--- src/hdl/snoop_response_scoreboard_assert.svh ---
// ------------------------------------------------------------------------
// Snoop response scoreboard assertion macros
// Shared concurrent assertion forms used at the end of the top level.
// ------------------------------------------------------------------------
`ifndef SNOOP_RESPONSE_SCOREBOARD_ASSERT_SVH
`define SNOOP_RESPONSE_SCOREBOARD_ASSERT_SVH

// The consequent must hold in the same cycle as the antecedent.
`define SRSB_ASSERT_IMPL(lbl, clk, rst_n, ante, cons) \
    lbl: assert property (@(posedge clk) disable iff (!rst_n) (ante) |-> (cons)) \
        else $error("snoop response scoreboard: implication check failed");

// Latency check of the consequent against the antecedent.
`define SRSB_ASSERT_LAT2(lbl, clk, rst_n, ante, cons) \
    lbl: assert property (@(posedge clk) disable iff (!rst_n) (ante) |-> ##2 (cons)) \
        else $error("snoop response scoreboard: latency check failed");

`endif

--- src/hdl/srsb_pkg.sv ---
// ------------------------------------------------------------------------
// Snoop response scoreboard package
// Widths, codes and the control structures shared by the scoreboard files.
// ------------------------------------------------------------------------
`default_nettype none

package srsb_pkg;

    // Default sizes of the scoreboard.
    localparam int SLOTS_DEF     = 16;
    localparam int ADDR_BITS_DEF = 32;
    localparam int TAG_BITS_DEF  = 8;

    // Fixed field widths.
    localparam int ID_W   = 4;
    localparam int OP_W   = 2;
    localparam int KIND_W = 2;
    localparam int RK_W   = 3;
    localparam int RESP_W = 2;

    // Command codes.
    localparam logic [OP_W-1:0] OP_SNOOP  = 2'd0;
    localparam logic [OP_W-1:0] OP_MARK   = 2'd1;
    localparam logic [OP_W-1:0] OP_REMOVE = 2'd2;

    // Transaction classes.
    localparam logic [KIND_W-1:0] KIND_REQUEST     = 2'd0;
    localparam logic [KIND_W-1:0] KIND_WRITEBACK   = 2'd1;
    localparam logic [KIND_W-1:0] KIND_WRITE_PURGE = 2'd2;

    // Request kinds.
    localparam logic [RK_W-1:0] RK_READ_SH      = 3'd0;
    localparam logic [RK_W-1:0] RK_READ_CURRENT = 3'd2;
    localparam logic [RK_W-1:0] RK_READ_UC      = 3'd4;
    localparam logic [RK_W-1:0] RK_WRITE_UC     = 3'd5;
    localparam logic [RK_W-1:0] RK_SWAP_UC      = 3'd6;

    // Snoop answers.
    localparam logic [RESP_W-1:0] RESP_EXCL   = 2'd0;
    localparam logic [RESP_W-1:0] RESP_SHARED = 2'd1;
    localparam logic [RESP_W-1:0] RESP_STALL  = 2'd2;

    // Update request from the top level to the slot store.
    typedef struct packed {
        logic              ins;
        logic              mark;
        logic              rem;
        logic [KIND_W-1:0] cls;
        logic [RK_W-1:0]   rk;
    } t_slot_cmd;

    // Lookup and fill status from the slot store.
    typedef struct packed {
        logic              hit;
        logic              full;
        logic [KIND_W-1:0] cls;
        logic [RK_W-1:0]   rk;
    } t_slot_stat;

endpackage

`default_nettype wire

--- src/hdl/srsb_slots.sv ---
// ------------------------------------------------------------------------
// Scoreboard slot store
// Pending transaction slots in flip-flops with parallel address and tag
// compares, first-match selection, insert, mark and compacting removal.
// ------------------------------------------------------------------------
`default_nettype none

module srsb_slots #(
    parameter int SLOTS     = srsb_pkg::SLOTS_DEF,
    parameter int ADDR_BITS = srsb_pkg::ADDR_BITS_DEF,
    parameter int TAG_BITS  = srsb_pkg::TAG_BITS_DEF
) (
    input  wire logic                  i_clk,
    input  wire logic                  i_rst_n,
    input  wire srsb_pkg::t_slot_cmd   i_cmd,
    input  wire logic [ADDR_BITS-1:0]  i_addr,
    input  wire logic [TAG_BITS-1:0]   i_tag,
    output srsb_pkg::t_slot_stat       o_stat
);

    localparam int FILL_W = $clog2(SLOTS + 1);
    localparam int IDX_W  = (SLOTS > 1) ? $clog2(SLOTS) : 1;

    // Slot contents; only slots below the fill count are ever read.
    logic [ADDR_BITS-1:0]       r_addr  [SLOTS];
    logic [srsb_pkg::KIND_W-1:0] r_cls  [SLOTS];
    logic [srsb_pkg::RK_W-1:0]   r_rk   [SLOTS];
    logic [TAG_BITS-1:0]        r_ident [SLOTS];
    logic [FILL_W-1:0]          r_fill;
    logic [FILL_W-1:0]          n_fill;

    logic [SLOTS-1:0]            w_amatch;
    logic [SLOTS-1:0]            w_tmatch;
    logic [SLOTS-1:0]            w_afirst;
    logic [SLOTS-1:0]            w_tfirst;
    logic                        w_full;
    logic                        w_do_ins;
    logic                        w_do_rem;
    logic [FILL_W-1:0]           w_last;
    logic [IDX_W-1:0]            w_last_idx;
    logic [srsb_pkg::KIND_W-1:0] w_sel_cls;
    logic [srsb_pkg::RK_W-1:0]   w_sel_rk;

    // Parallel compares against every valid slot.
    always_comb begin
        for (int i = 0; i < SLOTS; i++) begin
            w_amatch[i] = (FILL_W'(i) < r_fill) && (r_addr[i] == i_addr);
            w_tmatch[i] = (FILL_W'(i) < r_fill) && (r_ident[i] == i_tag);
        end
    end

    // Isolate the lowest matching slot of each compare.
    assign w_afirst = w_amatch & (~w_amatch + SLOTS'(1));
    assign w_tfirst = w_tmatch & (~w_tmatch + SLOTS'(1));

    // Class and request kind of the first address hit.
    always_comb begin
        w_sel_cls = '0;
        w_sel_rk  = '0;
        for (int i = 0; i < SLOTS; i++) begin
            w_sel_cls = w_sel_cls | (r_cls[i] & {srsb_pkg::KIND_W{w_afirst[i]}});
            w_sel_rk  = w_sel_rk | (r_rk[i] & {srsb_pkg::RK_W{w_afirst[i]}});
        end
    end

    // Fill control and the last valid slot used to close a gap.
    assign w_full     = (r_fill == FILL_W'(SLOTS));
    assign w_do_ins   = i_cmd.ins && !w_full;
    assign w_do_rem   = i_cmd.rem && (|w_tmatch);
    assign w_last     = r_fill - FILL_W'(1);
    assign w_last_idx = w_last[IDX_W-1:0];

    always_comb begin
        n_fill = r_fill;
        if (w_do_ins) begin
            n_fill = r_fill + FILL_W'(1);
        end else if (w_do_rem) begin
            n_fill = w_last;
        end
    end

    always_ff @(posedge i_clk) begin
        if (!i_rst_n) begin
            r_fill <= '0;
        end else begin
            r_fill <= n_fill;
        end
    end

    // Slot updates: insert at the fill count, mark or replace the first tag hit.
    always_ff @(posedge i_clk) begin
        for (int i = 0; i < SLOTS; i++) begin
            if (w_do_ins && (FILL_W'(i) == r_fill)) begin
                r_addr[i]  <= i_addr;
                r_cls[i]   <= i_cmd.cls;
                r_rk[i]    <= i_cmd.rk;
                r_ident[i] <= i_tag;
            end else if (i_cmd.mark && w_tfirst[i]) begin
                r_cls[i] <= srsb_pkg::KIND_WRITEBACK;
            end else if (i_cmd.rem && w_tfirst[i]) begin
                r_addr[i]  <= r_addr[w_last_idx];
                r_cls[i]   <= r_cls[w_last_idx];
                r_rk[i]    <= r_rk[w_last_idx];
                r_ident[i] <= r_ident[w_last_idx];
            end
        end
    end

    // Lookup status covers the slots that were valid before this command.
    assign o_stat.hit  = |w_amatch;
    assign o_stat.full = w_full;
    assign o_stat.cls  = w_sel_cls;
    assign o_stat.rk   = w_sel_rk;

endmodule

`default_nettype wire

--- src/hdl/srsb_decide.sv ---
// ------------------------------------------------------------------------
// Snoop answer decision
// Chooses exclusive, shared or stall from the snooped request and the
// first scoreboard entry that holds its address.
// ------------------------------------------------------------------------
`default_nettype none

module srsb_decide (
    input  wire logic                        i_own,
    input  wire logic [srsb_pkg::KIND_W-1:0] i_kind,
    input  wire logic [srsb_pkg::RK_W-1:0]   i_req_kind,
    input  wire srsb_pkg::t_slot_stat        i_stat,
    output logic [srsb_pkg::RESP_W-1:0]      o_response
);

    // Priority of the answer rules, highest first.
    always_comb begin
        if (i_own || !i_stat.hit) begin
            o_response = srsb_pkg::RESP_EXCL;
        end else if ((i_stat.cls == srsb_pkg::KIND_REQUEST)
                     && (i_stat.rk == srsb_pkg::RK_READ_CURRENT)) begin
            o_response = srsb_pkg::RESP_EXCL;
        end else if ((i_kind == srsb_pkg::KIND_REQUEST)
                     && (i_req_kind == srsb_pkg::RK_READ_SH)
                     && (i_stat.cls == srsb_pkg::KIND_REQUEST)
                     && (i_stat.rk == srsb_pkg::RK_READ_SH)) begin
            o_response = srsb_pkg::RESP_SHARED;
        end else if (i_kind == srsb_pkg::KIND_WRITE_PURGE) begin
            o_response = srsb_pkg::RESP_EXCL;
        end else begin
            o_response = srsb_pkg::RESP_STALL;
        end
    end

endmodule

`default_nettype wire

--- src/hdl/snoop_response_scoreboard.sv ---
// ------------------------------------------------------------------------
// Snoop response scoreboard
// Answers snooped bus requests from a scoreboard of the agent's own
// pending transactions and maintains that scoreboard.
// ------------------------------------------------------------------------
// The block takes one command in every clock cycle: busy stays low, so a
// command is transferred at each edge at which start is high. Its result
// passes through the command register and then the result register, and
// is on the result ports for exactly one cycle, marked by o_result_valid;
// the receiver cannot stall it and must take it in that cycle. Results
// leave in command order. The rate is set by the combinational pass from
// the command register through the parallel compare of all scoreboard
// slots into the result register. The scoreboard sits in flip-flops and
// needs no clearing pass after reset. The own master number is written
// through the configuration channel, which is always ready; the user must
// write it while no command is in flight, as the block does not enforce it.
`default_nettype none
`include "snoop_response_scoreboard_assert.svh"

module snoop_response_scoreboard #(
    parameter int SLOTS     = srsb_pkg::SLOTS_DEF,
    parameter int ADDR_BITS = srsb_pkg::ADDR_BITS_DEF,
    parameter int TAG_BITS  = srsb_pkg::TAG_BITS_DEF
) (
    input  wire logic                        i_clk,
    input  wire logic                        i_rst_n,
    // Configuration channel
    input  wire logic                        i_cfg_valid,
    output logic                             o_cfg_ready,
    input  wire logic [srsb_pkg::ID_W-1:0]   i_cfg_data,
    // Command channel
    input  wire logic                        start,
    output logic                             busy,
    input  wire logic [srsb_pkg::OP_W-1:0]   i_op,
    input  wire logic [srsb_pkg::ID_W-1:0]   i_src_id,
    input  wire logic [srsb_pkg::KIND_W-1:0] i_kind,
    input  wire logic [srsb_pkg::RK_W-1:0]   i_req_kind,
    input  wire logic [ADDR_BITS-1:0]        i_line_addr,
    input  wire logic [TAG_BITS-1:0]         i_tag,
    // Result channel
    output logic                             o_result_valid,
    output logic [srsb_pkg::RESP_W-1:0]      o_response,
    output logic                             o_hit,
    output logic                             o_overflow
);

    // Configuration register.
    logic [srsb_pkg::ID_W-1:0] r_own_id;

    // Command register.
    logic                        r_in_valid;
    logic [srsb_pkg::OP_W-1:0]   r_op;
    logic [srsb_pkg::ID_W-1:0]   r_src_id;
    logic [srsb_pkg::KIND_W-1:0] r_kind;
    logic [srsb_pkg::RK_W-1:0]   r_req_kind;
    logic [ADDR_BITS-1:0]        r_line_addr;
    logic [TAG_BITS-1:0]         r_tag;

    // Result register.
    logic                        r_out_valid;
    logic [srsb_pkg::RESP_W-1:0] r_response;
    logic                        r_hit;
    logic                        r_overflow;

    logic                        w_accept;
    logic                        w_snoop;
    logic                        w_own;
    logic                        w_uncached;
    logic                        w_ins_req;
    logic [srsb_pkg::RESP_W-1:0] w_response;
    srsb_pkg::t_slot_cmd         w_cmd;
    srsb_pkg::t_slot_stat        w_stat;
    logic                        w_sh_out;
    logic                        w_ovf_out;
    logic                        w_excl_out;

    // Both channels are always open.
    assign o_cfg_ready = 1'b1;
    assign busy        = 1'b0;
    assign w_accept    = start && !busy;

    always_ff @(posedge i_clk) begin
        if (!i_rst_n) begin
            r_own_id <= '0;
        end else if (i_cfg_valid && o_cfg_ready) begin
            r_own_id <= i_cfg_data;
        end
    end

    // Capture each transferred command.
    always_ff @(posedge i_clk) begin
        if (!i_rst_n) begin
            r_in_valid <= 1'b0;
        end else begin
            r_in_valid <= w_accept;
        end
    end

    always_ff @(posedge i_clk) begin
        if (w_accept) begin
            r_op        <= i_op;
            r_src_id    <= i_src_id;
            r_kind      <= i_kind;
            r_req_kind  <= i_req_kind;
            r_line_addr <= i_line_addr;
            r_tag       <= i_tag;
        end
    end

    // Uncached request kinds never enter the scoreboard.
    always_comb begin
        case (r_req_kind) inside
            srsb_pkg::RK_READ_UC, srsb_pkg::RK_WRITE_UC, srsb_pkg::RK_SWAP_UC: begin
                w_uncached = 1'b1;
            end
            default: begin
                w_uncached = 1'b0;
            end
        endcase
    end

    // Command decode into a slot store update.
    assign w_snoop   = r_in_valid && (r_op == srsb_pkg::OP_SNOOP);
    assign w_own     = (r_src_id == r_own_id);
    assign w_ins_req = w_snoop && w_own && (r_kind == srsb_pkg::KIND_REQUEST) && !w_uncached;

    assign w_cmd.ins  = w_ins_req;
    assign w_cmd.mark = r_in_valid && (r_op == srsb_pkg::OP_MARK);
    assign w_cmd.rem  = r_in_valid && (r_op == srsb_pkg::OP_REMOVE);
    assign w_cmd.cls  = r_kind;
    assign w_cmd.rk   = r_req_kind;

    srsb_slots #(
        .SLOTS     (SLOTS),
        .ADDR_BITS (ADDR_BITS),
        .TAG_BITS  (TAG_BITS)
    ) u_slots (
        .i_clk   (i_clk),
        .i_rst_n (i_rst_n),
        .i_cmd   (w_cmd),
        .i_addr  (r_line_addr),
        .i_tag   (r_tag),
        .o_stat  (w_stat)
    );

    srsb_decide u_decide (
        .i_own      (w_own),
        .i_kind     (r_kind),
        .i_req_kind (r_req_kind),
        .i_stat     (w_stat),
        .o_response (w_response)
    );

    // Result register; a freshly inserted own request always hits itself.
    always_ff @(posedge i_clk) begin
        if (!i_rst_n) begin
            r_out_valid <= 1'b0;
        end else begin
            r_out_valid <= r_in_valid;
        end
    end

    always_ff @(posedge i_clk) begin
        if (r_in_valid) begin
            r_response <= w_snoop ? w_response : srsb_pkg::RESP_EXCL;
            r_hit      <= w_snoop && (w_stat.hit || (w_ins_req && !w_stat.full));
            r_overflow <= w_ins_req && w_stat.full;
        end
    end

    assign o_result_valid = r_out_valid;
    assign o_response     = r_response;
    assign o_hit          = r_hit;
    assign o_overflow     = r_overflow;

    // Result conditions watched by the checks below.
    assign w_sh_out   = o_result_valid && (o_response == srsb_pkg::RESP_SHARED);
    assign w_ovf_out  = o_result_valid && o_overflow;
    assign w_excl_out = (o_response == srsb_pkg::RESP_EXCL);

    // Checks on latency and on the consistency of result fields.
    `SRSB_ASSERT_LAT2(a_result_latency, i_clk, i_rst_n, w_accept, o_result_valid)
    `SRSB_ASSERT_IMPL(a_shared_needs_hit, i_clk, i_rst_n, w_sh_out, o_hit)
    `SRSB_ASSERT_IMPL(a_overflow_excl, i_clk, i_rst_n, w_ovf_out, w_excl_out && $past(w_stat.full))

endmodule

`default_nettype wire

--- config.mk ---
export PLATFORM = sky130hd
export DESIGN_NAME = snoop_response_scoreboard
export DESIGN_NICKNAME = d
export VERILOG_FILES = /design/src/hdl/srsb_pkg.sv /design/src/hdl/srsb_slots.sv /design/src/hdl/srsb_decide.sv /design/src/hdl/snoop_response_scoreboard.sv
export VERILOG_INCLUDE_DIRS = /design/src /design/src/hdl
export SDC_FILE = /design/constraint.sdc
export NUM_CORES = 2
export LEC_CHECK = 0
export ABC_CLOCK_PERIOD_IN_PS = 7400
export BUFFER_PORTS_ARGS = -buffer_cell sky130_fd_sc_hd__buf_2
export CAP_MARGIN = 20
export CELL_PAD_IN_SITES_DETAIL_PLACEMENT = 1
export CELL_PAD_IN_SITES_GLOBAL_PLACEMENT = 2
export CORE_ASPECT_RATIO = 0.8
export CORE_UTILIZATION = 41
export DETAILED_ROUTE_END_ITERATION = 8
export HOLD_SLACK_MARGIN = 0.06
export PLACE_DENSITY = 0.71
export SYNTH_ARGS = -nofsm -noshare
export SYNTH_HDL_FRONTEND = slang
export SYNTH_SLANG_ARGS = --single-unit
--- constraint.sdc ---
create_clock -name i_clk -period 7.4 [get_ports i_clk]
set_input_delay 0.37 -clock i_clk [delete_from_list [all_inputs] [get_ports i_clk]]
set_output_delay 0.37 -clock i_clk [all_outputs]
set_load 0.02 [all_outputs]
After elaboration in Yosys (flattened, before gate mapping) --
Memory sizes are Yosys's and may differ from the RTL's. Index checks and enable logic that the tools add are counted.
Word-level totals: word-level logic and storage cells 821, memory bits (writable) 720, output and inout port bits 7, memories 4, register bits 66, input bits 59
Memories:
- u_slots.r_addr | words 16, bits a word 32, read ports 17, clocked after memory_dff 0, write ports 1, line srsb_slots.sv:25 | logic [ADDR_BITS-1:0] r_addr [SLOTS];
- u_slots.r_ident | words 16, bits a word 8, read ports 17, clocked after memory_dff 0, write ports 1, line srsb_slots.sv:28 | logic [TAG_BITS-1:0] r_ident [SLOTS];
- u_slots.r_rk | words 16, bits a word 3, read ports 17, clocked after memory_dff 0, write ports 1, line srsb_slots.sv:27 | logic [srsb_pkg::RK_W-1:0] r_rk [SLOTS];
- u_slots.r_cls | words 16, bits a word 2, read ports 17, clocked after memory_dff 0, write ports 1, line srsb_slots.sv:26 | logic [srsb_pkg::KIND_W-1:0] r_cls [SLOTS];
Cells by class: reductions and logical operators 171, add/subtract/negate cells 4, bitwise gates (word level) 147, eq/ne operators 56, $lt $le $gt $ge 16, muxes and demuxes 409
Operators by type and width (number):
- 2-to-1 mux 32 bit | 31
- equality test 32 bit | 16
- OR reduction 32 bit | 15
- 2-to-1 mux 8 bit | 31
- 2-to-1 mux 4 bit | 60
- 2-to-1 mux 1 bit | 206
- equality test 8 bit | 16
- OR reduction 8 bit | 15
- 2-to-1 mux 2 bit | 48
- logical AND 1 bit | 94
- 2-to-1 mux 3 bit | 31
- OR 1 bit | 80
- OR reduction 3 bit | 17
- bitwise AND 3 bit | 16
- OR 3 bit | 15
- equality test 4 x 5 -> 1 bit (first input constant) | 8
- < comparator 4 x 5 -> 1 bit (first input constant) | 8
- adder 16 x 1 -> 16 bit (second input constant) | 2
- bitwise AND 16 bit | 2
- bitwise AND 2 bit | 16
- NOT 16 bit | 2
- OR reduction 16 bit | 2
- OR 2 bit | 15
- OR reduction 2 bit | 15
- other kinds (23) | 42

Longest topological paths before layout --
An unclocked memory read counts as a cell.
word-level depth 28, gate-level depth with buffers 14, depth with buffers taken out 10

Modules after synthesis --
Synthesis repeated with hierarchy kept, for this count alone.
Second synthesis, totals: cell total of the unflattened synthesis 3374, area, all modules 47749.5 µm²
Modules (own cells, without submodules):
- srsb_slots | area an instance 45648.8 µm², cells each 3269, times used 1
- snoop_response_scoreboard | area an instance 2034.5 µm², cells each 95, times used 1
- srsb_decide | area an instance 66.3 µm², cells each 10, times used 1

Worst setup path before layout --
OpenSTA, ideal clock, no wires.
path type register to register, start register u_slots.r_fill[1], end memory u_slots.r_cls[1][0] in the netlist's numbering (enable), buffers on the path 1, required time 7.085 ns, setup slack 2.005 ns, stages on the path, launching flop included 9, arrival 5.080 ns, setup time 0.315 ns, path through dfxtp_1 buf_2 inv_1 ha_1 o21a_1 nor4_1 nand2b_1 o21ai_0 o21bai_1
On the way: longest elaborated chain between the ends 27
Ends and longest elaborated chain:
- start: declaration | line srsb_slots.sv:29 | logic [FILL_W-1:0] r_fill;
- start signal: assignment | line srsb_slots.sv:86 | r_fill <= n_fill;
- < comparator 1 x 5 -> 1 bit | line srsb_slots.sv:48 | w_tmatch[i] = (FILL_W'(i) < r_fill) && (r_ident[i] == i_tag);
- logical AND 1 bit | line srsb_slots.sv:48
- NOT 16 bit | line srsb_slots.sv:54 | assign w_tfirst = w_tmatch & (~w_tmatch + SLOTS'(1));
- adder 16 x 1 -> 16 bit | line srsb_slots.sv:54
- bitwise AND 16 bit | line srsb_slots.sv:54
- logical AND 1 bit, on equally long branches | line srsb_slots.sv:98, srsb_slots.sv:100
- 2-to-1 mux 1 bit, on equally long branches | line srsb_slots.sv:98, srsb_slots.sv:100
- 2-to-1 mux 1 bit, on equally long branches | line srsb_slots.sv:93, srsb_slots.sv:98
- 2-to-1 mux 1 bit, on equally long branches | line srsb_slots.sv:99, srsb_slots.sv:93
- OR 1 bit (no line) / 2-to-1 mux 1 bit (equally long branches)
- OR 1 bit (no line)
- OR reduction 2 bit (no line)
- 2-to-1 mux 4 bit (no line) / 2-to-1 mux 1 bit (equally long branches) (15 in a row)
- end: declaration | line srsb_slots.sv:26
Parallel ways exist; a longest one is shown, timed or not.

Final worst setup path --
start register r_line_addr[4], end register r_response, in the netlist o_response[1] (data pin)
On the way: longest elaborated chain between the ends 25
Ends and longest elaborated chain:
- start: declaration | line snoop_response_scoreboard.sv:56 | logic [ADDR_BITS-1:0] r_line_addr;
- start signal: assignment | line snoop_response_scoreboard.sv:105 | r_line_addr <= i_line_addr;
- equality test 32 bit | line srsb_slots.sv:47 | w_amatch[i] = (FILL_W'(i) < r_fill) && (r_addr[i] == i_addr);
- logical AND 1 bit | line srsb_slots.sv:47
- NOT 16 bit | line srsb_slots.sv:53 | assign w_afirst = w_amatch & (~w_amatch + SLOTS'(1));
- adder 16 x 1 -> 16 bit | line srsb_slots.sv:53
- bitwise AND 16 bit | line srsb_slots.sv:53
- bitwise AND 2 bit | line srsb_slots.sv:61 | w_sel_cls = w_sel_cls | (r_cls[i] & {srsb_pkg::KIND_W{w_afirst[i]}});
- OR 2 bit (15 in a row) | line srsb_slots.sv:61
- zero test 2 bit | line srsb_decide.sv:20, srsb_decide.sv:25
- logical AND 1 bit | line srsb_decide.sv:25 | && (i_stat.cls == srsb_pkg::KIND_REQUEST)
- logical AND 1 bit | line srsb_decide.sv:26 | && (i_stat.rk == srsb_pkg::RK_READ_SH)) begin
- OR reduction 4 bit (no line) (*)
- end signal: assignment | line snoop_response_scoreboard.sv:165 | r_response <= w_snoop ? w_response : srsb_pkg::RESP_EXCL;
- end: declaration | line snoop_response_scoreboard.sv:61 | logic [srsb_pkg::RESP_W-1:0] r_response;
Mark *: on every way between the ends. The rest lies on a longest branch, timed or not. A chain may end at the register's enable or synchronous reset.

==> metrics.csv <==
metric;value;unit
critical path type;flop to flop;
highest routed layer;met5;
power density cells;204.1;mW/mm^2
cell family with most CP delay;simple AND/OR/NAND/NOR gates;
synthesized instance count;4064;
top cell type's share of synthesized area;49.37;%
Remaining DRCs;0;
simple-gate area share of the yosys netlist;11.58;%
share of layout cells above drive strength 1;16.75;%
Finish-stage setup viols;0;
Clock Tree Buf Depth;3;
Routed wire per std cell;37.80;um
core area;0.1133;sq mm
Period Utilization, post-route;69.85;%
vias in the first global route;33390;
top cells by count, synth;edfxtp_1 (775), nand2_1 (726), o21ai_0 (414);
Final Hold Fails;0;
worst-skew pair later-pin latency;0.72;ns
worst reg2reg startpoint;r_line_addr[4];
Placement Setup Slack;2.397;ns
FP Rows;110;
Top cell by count, worst path;a221oi_1;
main combinational cell family by area after synthesis;multiplexers;
max-capacitance violation count;0;
Synth Area per Inst;11.60;sq um
most common flop cell mapped by yosys;edfxtp_1;
GPL Wtd Cong;1.030;
final setup margin;2.231;ns
clk sinks;786;
IO Port Bufs;63;
Synth Area in XOR/XNOR;12.04;%
Mapped Area;0.04714;sq mm
initial core utilization;41.61;%
first-pass GRT wire length;287.8;mm
Async SR Flop Fraction;0;%
CTS buffer count;90;
CP Launch Type;flop;
FMAX;193.5;MHz
aggregate global routing overflow;0;
Critical Path RT;7.92;ns
cell with the most instances after synthesis;edfxtp_1;
Synth Area in Compound Gates;6.986;%
YS warnings;0;
WL met2;84.58;mm
mux cell area share after synthesis;15.29;%
H-tree levels;3;
maximum vdd drop;0.1803;mV
CTS tree;built;
die span in x;381.1;um
GRT Overall Usage;35.72;%
Die Y;305.3;um
synth top area cells;edfxtp_1 (49%), mux4_2 (8.7%), xor2_1 (6.8%), nand2_1 (5.8%), xnor2_1 (5.2%);
r2r setup slk;2.23;ns
number of DRC markers in iteration 0;5485;
Final Critical Period;5.169;ns
crit path cell chain;buf_4, xor2_1, nor4_1, nand4_1, or3_1, a311oi_1, o32ai_1, a221oi_1, nand3b_1, a221oi_1;
Vias/cell;6.471;
Crit path buffers/inverters;1;
Max FO, Critical Path;23;
hold_sp;i_line_addr[8];
largest net degree at the start of global routing;91;
Final ANT Viol Nets;0;
status;complete, no violations;
Routed WL;210.9;mm
WHS Endpoint;r_line_addr[8];
clock skew;0.02622;ns
sequential share of the synthesized area;49.84;%
nets;4063;
I/O Pins;66;
Resized cells post-CTS;0;
drt pass-1 iters;6;
clock slew at reported path FFs;0.06;ns
WL met3;28.27;mm
net count after synthesis;4128;
fin util;45.94;%
CTS root buf;clkbuf_16;
slew margin rel.;3.992;%
worst hold path class;input pin to flop;
Post-Route M1 WL;91.67;mm
Synth Area in Adders;0.1327;%
fin. max-slew vios;0;
largest area contributor in the netlist;edfxtp_1;
FF-to-FF path depth;10;
Largest stage delay, worst path;1.17;ns
RSZ-0062 raised after global routing;no;
die footprint;0.1163;sq mm
Layout area overhead;10.40;%
Worst Hold Depth;2;
crit path DAT;5.69;ns
Tightest Pin Transition;1.427;ns
number of flops mapped to enable cells by yosys;775;
Pleak;17.86;nW
antenna violations before repair;15;
Setup Total Neg Slack;0;ns
detailed-route via count;36110;
Synth cell types;86;
half-perimeter wire length after placement;141.7;mm
FF-to-FF End;o_response[1];
CP endpoint kind;flop;
Seq cells post-synth;786;
slowest cell on the critical path;nor4_1;
per-stage QoR:
step	instances	total power (W)	hold WS, ns	cell area, sq um
2_1_floorplan	4064	0.005685	0.4689	47140
3_3_place_gp	5350	0.006053	0.5179	48500
3_5_place_dp	5351	0.006070	0.5294	48500
4_1_cts	5573	0.01058	0.3353	51980
5_1_grt	5577	0.01083	0.3546	52030
6_report	5580	0.01062	0.3700	52040
sequential cells by signal, summed over array words and instances, names as in the netlist:
name	cells
r_op	2
r_in_valid	1
u_slots.r_fill	5
r_kind	2
o_result_valid	1
u_slots.r_addr	512
u_slots.r_cls	32
r_src_id	4
r_own_id	4
u_slots.r_ident	128
o_hit	1
r_req_kind	3
o_overflow	1
r_tag	8
r_line_addr	32
o_response	2
u_slots.r_rk	48
what timing repair did:
item | in CTS | in global routing
setup endpoints to repair | 0 | 0
endpoints found under the hold margin | 59 | 0
hold buffers | 64 | 0
buffers inserted | 0 | 0
how the worst max path moves through the flow:
| stage | cells after the start | end | slack [ns] | startpoint |
|---|---|---|---|---|
| global route | 8 | u_slots.r_addr[9][20] | 2.09 | u_slots.r_fill[0] |
| finish | 10 | o_response[1] | 2.23 | r_line_addr[4] |
| CTS | 8 | u_slots.r_addr[0][18] | 2.34 | u_slots.r_fill[0] |
| global placement | 9 | o_response[1] | 2.17 | r_line_addr[28] |
| detailed placement | 8 | u_slots.r_addr[4][18] | 2.40 | u_slots.r_fill[0] |
| floorplan | 8 | u_slots.r_cls[1][0] | 2.00 | u_slots.r_fill[1] |
per-layer routing:
| metal | GRT usage, % | vias up |
|---|---|---|
| li1 | - | 14700 |
| met1 | 53.94 | 18690 |
| met2 | 48.78 | 2369 |
| met3 | 11.51 | 324 |
| met4 | 8.929 | 18 |
| met5 | 0 | - |
cells by family after synthesis:
kind of cell	after synthesis
compound gates	593
xor+xnor	647
fa+ha+maj	5
buf+inv	396
flops	786
mux	458
other cells	2
simple gates	1177
layout make-up:
| cell class | instances | area [sq um] |
|---|---|---|
| Fill cell | 11720 | 61230 |
| Sequential cell | 786 | 23500 |
| Multi-Input combinational cell | 2882 | 22010 |
| Clock buffer | 116 | 2486 |
| Tap cell | 1512 | 1892 |
| Timing Repair Buffer | 225 | 1738 |
| Clock inverter | 42 | 354.1 |
| Inverter | 14 | 52.55 |
| Antenna cell | 3 | 7.507 |
layout by cell type, fill, tap and decap left out, drive strengths merged, types with 4 or more instances in the layout:
| cell | n |
|---|---|
| mux4 | 183 |
| nand2b | 6 |
| dlygate4sd3 | 64 |
| o21a | 43 |
| buf | 161 |
| nor2 | 61 |
| o2bb2ai | 4 |
| bufinv | 6 |
| nor4b | 4 |
| o21ai | 480 |
| a2111oi | 4 |
| a21o | 5 |
| inv | 16 |
| and4 | 6 |
| or4 | 16 |
| nor3 | 25 |
| a22o | 4 |
| ha | 5 |
| and3 | 10 |
| nand4 | 86 |
| and2 | 10 |
| o211ai | 4 |
| xnor2 | 280 |
| nand3b | 8 |
| dfxtp | 11 |
| nand2 | 726 |
| mux2 | 268 |
| nor4 | 106 |
| or3 | 8 |
| a21oi | 13 |
| xor2 | 367 |
| clkbuf | 116 |
| clkinv | 34 |
| nand3 | 81 |
| a31oi | 6 |
| nor2b | 5 |
| mux2i | 7 |
| edfxtp | 775 |
| a22oi | 5 |
power breakdown:
group          leakage (nW)  switching (W)  internal (W)  total, W
Sequential             7.10      0.0000709       0.00495   0.00502
Clock                  1.41        0.00200       0.00256   0.00456
Combinational          9.35       0.000699      0.000342   0.00104
Total                  17.9        0.00277       0.00785    0.0106
No activity file was read; power rests on OpenSTA's default activity.
